### src/hw/rtl/hrc_pkg.sv
package hrc_pkg;

    localparam int TEMP_W  = 14;
    localparam int GOAL_W  = 15;
    localparam int WIDE_W  = 16;
    localparam int TIME_W  = 32;
    localparam int ERR_W   = 32;
    localparam int HYST_W  = 11;
    localparam int MAXE_W  = 20;
    localparam int GAIN_W  = 11;
    localparam int CGT_W   = 20;
    localparam int CFG_AW  = 2;
    localparam int CFG_DW  = 20;
    localparam int IN_DW   = 64;
    localparam int OUT_DW  = 8;
    localparam int DELAY_W = 2;

    localparam logic [CFG_AW-1:0] CFG_HYSTERESIS  = 2'd0;
    localparam logic [CFG_AW-1:0] CFG_ERR_LIMIT   = 2'd1;
    localparam logic [CFG_AW-1:0] CFG_RISE_STEP   = 2'd2;
    localparam logic [CFG_AW-1:0] CFG_RISE_WINDOW = 2'd3;

    localparam logic [HYST_W-1:0] HYST_RST = 11'd80;
    localparam logic [MAXE_W-1:0] MAXE_RST = 20'd1920;
    localparam logic [GAIN_W-1:0] GAIN_RST = 11'd32;
    localparam logic [CGT_W-1:0]  CGT_RST  = 20'd20000;

    localparam logic [DELAY_W-1:0] DELAY_NORMAL = 2'd1;
    localparam logic [DELAY_W-1:0] DELAY_FAULT  = 2'd2;

    typedef struct packed {
        logic [HYST_W-1:0] hysteresis;
        logic [MAXE_W-1:0] err_limit;
        logic [GAIN_W-1:0] rise_step;
        logic [CGT_W-1:0]  rise_window;
    } t_cfg;

    typedef struct packed {
        logic                     approach;
        logic                     starting;
        logic signed [TEMP_W-1:0] prev_target;
        logic signed [GOAL_W-1:0] goal_level;
        logic [TIME_W-1:0]        goal_time;
        logic [ERR_W-1:0]         err;
        logic                     fault;
    } t_state;

    typedef struct packed {
        logic signed [TEMP_W-1:0] temperature;
        logic signed [TEMP_W-1:0] target;
        logic [TIME_W-1:0]        time_ms;
    } t_sample;

    typedef struct packed {
        logic               fault_active;
        logic               fault_raised;
        logic               fault_cleared;
        logic               approaching;
        logic [DELAY_W-1:0] next_delay_s;
    } t_result;

endpackage

### src/hw/rtl/hrc_step.sv
module hrc_step (
    input  hrc_pkg::t_cfg    i_cfg,
    input  hrc_pkg::t_state  i_state,
    input  hrc_pkg::t_sample i_sample,
    output hrc_pkg::t_state  o_state,
    output hrc_pkg::t_result o_result
);

    logic signed [hrc_pkg::WIDE_W-1:0] temp_x;
    logic signed [hrc_pkg::WIDE_W-1:0] tgt_x;
    logic signed [hrc_pkg::WIDE_W-1:0] hy_x;
    logic signed [hrc_pkg::WIDE_W-1:0] tgt_lo;
    logic signed [hrc_pkg::WIDE_W-1:0] tgt_hi;
    logic signed [hrc_pkg::WIDE_W-1:0] shortfall;
    logic signed [hrc_pkg::WIDE_W-1:0] goal_x;
    logic signed [hrc_pkg::GOAL_W-1:0] temp_gain;
    logic [hrc_pkg::ERR_W:0]           sum;
    logic [hrc_pkg::ERR_W-1:0]         err_sat;
    logic [hrc_pkg::ERR_W-1:0]         max_x;
    logic [hrc_pkg::TIME_W:0]          win_sum;
    logic [hrc_pkg::TIME_W-1:0]        win_end;
    logic                              in_range;
    logic                              above;

    assign temp_x = {{2{i_sample.temperature[hrc_pkg::TEMP_W-1]}}, i_sample.temperature};
    assign tgt_x  = {{2{i_sample.target[hrc_pkg::TEMP_W-1]}}, i_sample.target};
    assign hy_x   = $signed({5'd0, i_cfg.hysteresis});
    assign tgt_lo = tgt_x - hy_x;
    assign tgt_hi = tgt_x + hy_x;
    assign goal_x = {i_state.goal_level[hrc_pkg::GOAL_W-1], i_state.goal_level};
    assign temp_gain = $signed({i_sample.temperature[hrc_pkg::TEMP_W-1], i_sample.temperature})
                     + $signed({4'd0, i_cfg.rise_step});

    assign in_range  = (temp_x >= tgt_lo) || (tgt_x <= 16'sd0);
    assign above     = temp_x > tgt_hi;

    // positive whenever the sample is below the band
    assign shortfall = tgt_lo - temp_x;
    assign sum       = {1'b0, i_state.err} + {18'd0, shortfall[14:0]};
    assign err_sat   = sum[hrc_pkg::ERR_W] ? '1 : sum[hrc_pkg::ERR_W-1:0];
    assign max_x     = {12'd0, i_cfg.err_limit};

    assign win_sum = {1'b0, i_sample.time_ms} + {13'd0, i_cfg.rise_window};
    assign win_end = win_sum[hrc_pkg::TIME_W] ? '1 : win_sum[hrc_pkg::TIME_W-1:0];

    always_comb begin
        o_state  = i_state;
        o_result = '0;
        o_result.next_delay_s = hrc_pkg::DELAY_NORMAL;
        if (in_range) begin
            o_state.approach = 1'b0;
            o_state.starting = 1'b0;
            if (i_state.fault) begin
                o_state.fault = 1'b0;
                o_result.fault_cleared = 1'b1;
            end
            if (!above) begin
                o_state.err = '0;
            end
            o_state.prev_target = i_sample.target;
        end else begin
            o_state.err = err_sat;
            // a raising sample has target equal to previous target already
            o_state.prev_target = i_sample.target;
            if (!i_state.approach) begin
                if (i_sample.target != i_state.prev_target) begin
                    o_state.approach   = 1'b1;
                    o_state.starting   = 1'b1;
                    o_state.goal_level = temp_gain;
                    o_state.goal_time  = win_end;
                end else if (err_sat >= max_x) begin
                    if (!i_state.fault) begin
                        o_state.fault = 1'b1;
                        o_result.fault_raised = 1'b1;
                        o_result.next_delay_s = hrc_pkg::DELAY_FAULT;
                    end else begin
                        o_state.err = max_x;
                    end
                end
            end else if (temp_x >= goal_x) begin
                o_state.starting   = 1'b0;
                o_state.err        = '0;
                o_state.goal_level = temp_gain;
                o_state.goal_time  = win_end;
            end else if (i_sample.time_ms >= i_state.goal_time) begin
                o_state.approach = 1'b0;
                if (i_state.fault) begin
                    o_state.fault = 1'b0;
                    o_result.fault_cleared = 1'b1;
                end
            end else if (i_state.starting) begin
                if (temp_gain < i_state.goal_level) begin
                    o_state.goal_level = temp_gain;
                end
            end
        end
        o_result.fault_active = o_state.fault;
        o_result.approaching  = o_state.approach;
    end

endmodule

### config.mk
export PLATFORM = sky130hd
export DESIGN_NAME = hrc_step
export DESIGN_NICKNAME = d
export VERILOG_FILES = /design/src/hw/rtl/hrc_pkg.sv /design/src/hw/rtl/hrc_step.sv
export SDC_FILE = /design/constraint.sdc
export NUM_CORES = 1
export LEC_CHECK = 0
export BUFFER_PORTS_ARGS = -buffer_cell sky130_fd_sc_hd__buf_2
export CAP_MARGIN = 20
export CELL_PAD_IN_SITES_DETAIL_PLACEMENT = 0
export CELL_PAD_IN_SITES_GLOBAL_PLACEMENT = 2
export CORE_ASPECT_RATIO = 1.75
export CORE_UTILIZATION = 28
export DETAILED_ROUTE_END_ITERATION = 10
export PLACE_DENSITY = 0.93
export SLEW_MARGIN = 20
export SYNTH_ARGS = -nofsm -noshare
export SYNTH_HDL_FRONTEND = slang
export SYNTH_SLANG_ARGS = --single-unit
export TNS_END_PERCENT = 50
### constraint.sdc
create_clock -name vclk -period 11.8
set_clock_uncertainty 0.15 [all_clocks]
set_input_delay 1.18 -clock vclk [all_inputs]
set_output_delay 1.18 -clock vclk [all_outputs]
set_load 0.03 [all_outputs]
==> metrics.txt <==
PwrDens just over 100 nW/um^2; Layout Nets ~2,000; Critical Path AT just under 10 ns; fmax approximately 90 MHz; Leak about 0.0056 uW; Die W around 140 um; vias in the first global route roughly 10,000; Req. time, crit path roughly 10 ns; Slew Limit Fails 0; Post-Synth Simple-Gate Area between 20 and 25%; nature of the critical path endpoint output pin; Placer Congestion 0.920; Hold/Removal Path Class primary input to output pin; CP Launch Type primary input; total power about 1100 uW; Post-Syn Instances ~1,300; largest family of logic cells by synthesized area compound AO/OA/AOI/OAI gates; worst IR drop on VDD approximately 52 uV; global-route wire length before repair roughly 52 mm; I/O Buffers 320; DR pass1 iterations 5; hpwl dp 31.3 mm; worst hold margin ~2.5 ns; outcome completed; compound-cell area share of the yosys netlist between 30% and 40%; WL final ~35 mm; ANT nets after route 0; DR iter-0 viols around 360; Mean Syn Cell Area about 7.0 sq um; CLK BUF 0; area share of fa/ha/maj cells after synthesis between 20% and 30%; maxcap violations 0; Syn Std Cell Area around 8900 sq um; final worst path period share roughly 94%; Seq/Total Area, Yosys 0%; post-layout util 34.5%; worst slack at placement 0.543 ns; DR DRC count 0; crit path max-delay cell type a221oi_1; I/O pin count 320; Final WS setup 0.721 ns; top cells by area, synth ha_1 (25%), xnor2_1 (6.4%), inv_1 (6.1%), a21oi_1 (5.5%), o21ai_0 (5.2%); fraction of layout cells with a size suffix above 1 between 20% and 30%; Total GRT Usage about 20%; mux cell area share after synthesis roughly 2.5%; routed vias approximately 10,000; Synth Area in XOR/XNOR 8.56%; critical path peak fanout 10; final hold viol count 0; cell family with most CP delay compound AO/OA/AOI/OAI gates; RSZ-0062 raised after global routing no; Setup Total Neg Slack 0 ns; Ys Warns 0; Chip Height between 200 and 250 um; full die area roughly 33,000 sq um; max incr delay on CP 0.45 ns; worst-margin pin slew 0.997 ns; Synth area leader ha_1; Synth Net Count 1,681; Synth cell types 83; starting density of the core approximately 28%; via/cell ratio 5.26; Max transition margin 33.5%; antenna violations before repair 6; Core Region between 30,000 and 40,000 sq um; top-area cell type share of the netlist area approximately 25%; wire per inst between 15 and 20 um; crit path kind primary input to output pin; Levels on crit path 38; final setup fails 0; WP buf/inv 4; total grt overflow 0; Seq cells 0; Tmin final roughly 11 ns; Reg area 0 sq um; largest net degree at the start of global routing 57; setup bufs post-CTS 0; synthesis-to-finish area growth 21.6%; row count 86; worst hold stages 2
==> cells by family (layout without fill, tap and decap cells) <==
| logic type | after synthesis | in the layout |
|---|---|---|
| compound gates | 413 | 413 |
| xor+xnor | 87 | 87 |
| buf+inv | 196 | 472 |
| simple gates | 375 | 375 |
| mux | 20 | 20 |
| other cells | 0 | 6 |
| fa+ha+maj | 186 | 186 |
==> power by group <==
| part | internal, uW | switching (uW) | total [uW] |
|---|---|---|---|
| Clock | 0.0000682 | 0 | 0.0000682 |
| Combinational | 413 | 677 | 1090 |
| Sequential | 0 | 0 | 0 |
| Total | 413 | 677 | 1090 |
==> repair_timing <==
action | in CTS | in global routing
hold endpoints to repair | 0 | 0
setup endpoints to repair | 0 | 10
gates resized for setup | 0 | 2
hold buffers | 0 | 0
==> metrics by stage <==
| stage | cell area, sq um | cells |
|---|---|---|
| 2_1_floorplan | 8910 | 1277 |
| 4_1_cts | 10800 | 1948 |
| 5_1_grt | 10800 | 1955 |
| 6_report | 10800 | 1955 |
| 3_5_place_dp | 10800 | 1948 |
| 3_3_place_gp | 10800 | 1948 |
==> worst paths after layout <==
kind / startpoint / end
worst max-delay path: i_sample[32] / o_state[10]
worst min-delay path: i_sample[38] / o_state[86]
==> Yosys cell counts (5+ instances only) <==
library cell	n
nor2_1	88
o22ai_1	12
a211oi_1	16
buf_2	8
o21ai_0	93
xor2_1	22
o21bai_1	15
or3_1	8
a31oi_1	18
inv_1	144
nand3_1	32
o21a_1	19
or2_2	5
nor3_1	29
a221oi_1	5
o211ai_1	9
nand2_1	90
nand4_1	20
ha_1	180
a211o_1	6
fa_1	6
mux2_2	18
a22o_1	14
nand2b_1	23
a21boi_0	8
clkbuf_1	20
a21o_1	38
a21oi_1	97
a221o_1	15
buf_4	17
xnor2_1	65
and2_1	5
nor2b_1	21
and3_1	18
buf_6	5
o31ai_1	6
nor4_1	11
==> placed cells by master, fill, tap and decap left out, drive strengths merged, types with 3 or more instances in the layout <==
master,instances
a211o,6
a211oi,18
a21boi,8
a21o,38
a21oi,97
a221o,19
a221oi,5
a22o,14
a31oi,19
and2,5
and3,19
and4,4
buf,327
diode,6
fa,6
ha,180
inv,145
mux2,19
nand2,91
nand2b,23
nand3,32
nand4,22
nor2,89
nor2b,21
nor3,31
nor4,11
nor4b,3
o211ai,9
o21a,19
o21ai,97
o21bai,15
o22ai,13
o31a,4
o31ai,6
or2,6
or3,8
or4,4
xnor2,65
xor2,22
==> final cells by class <==
| class | instances | area, sq um |
|---|---|---|
| fillers | 3472 | 20600 |
| multi-input cells | 1081 | 8100 |
| repair buffers | 327 | 1670 |
| inverters | 145 | 544 |
| well taps | 396 | 495 |
| diodes | 6 | 15.0 |
==> routing by layer <==
metal / wire (um) / track usage, % / vias to the layer above
li1: - / - / 5209
met1: 13500 / 21.5 / 4722
met2: 18900 / 40.7 / 294
met5: 0 / 0 / -
met3: 1180 / 0.701 / 58
met4: 1650 / 9.92 / 0
No activity file was read; power rests on OpenSTA's default activity.
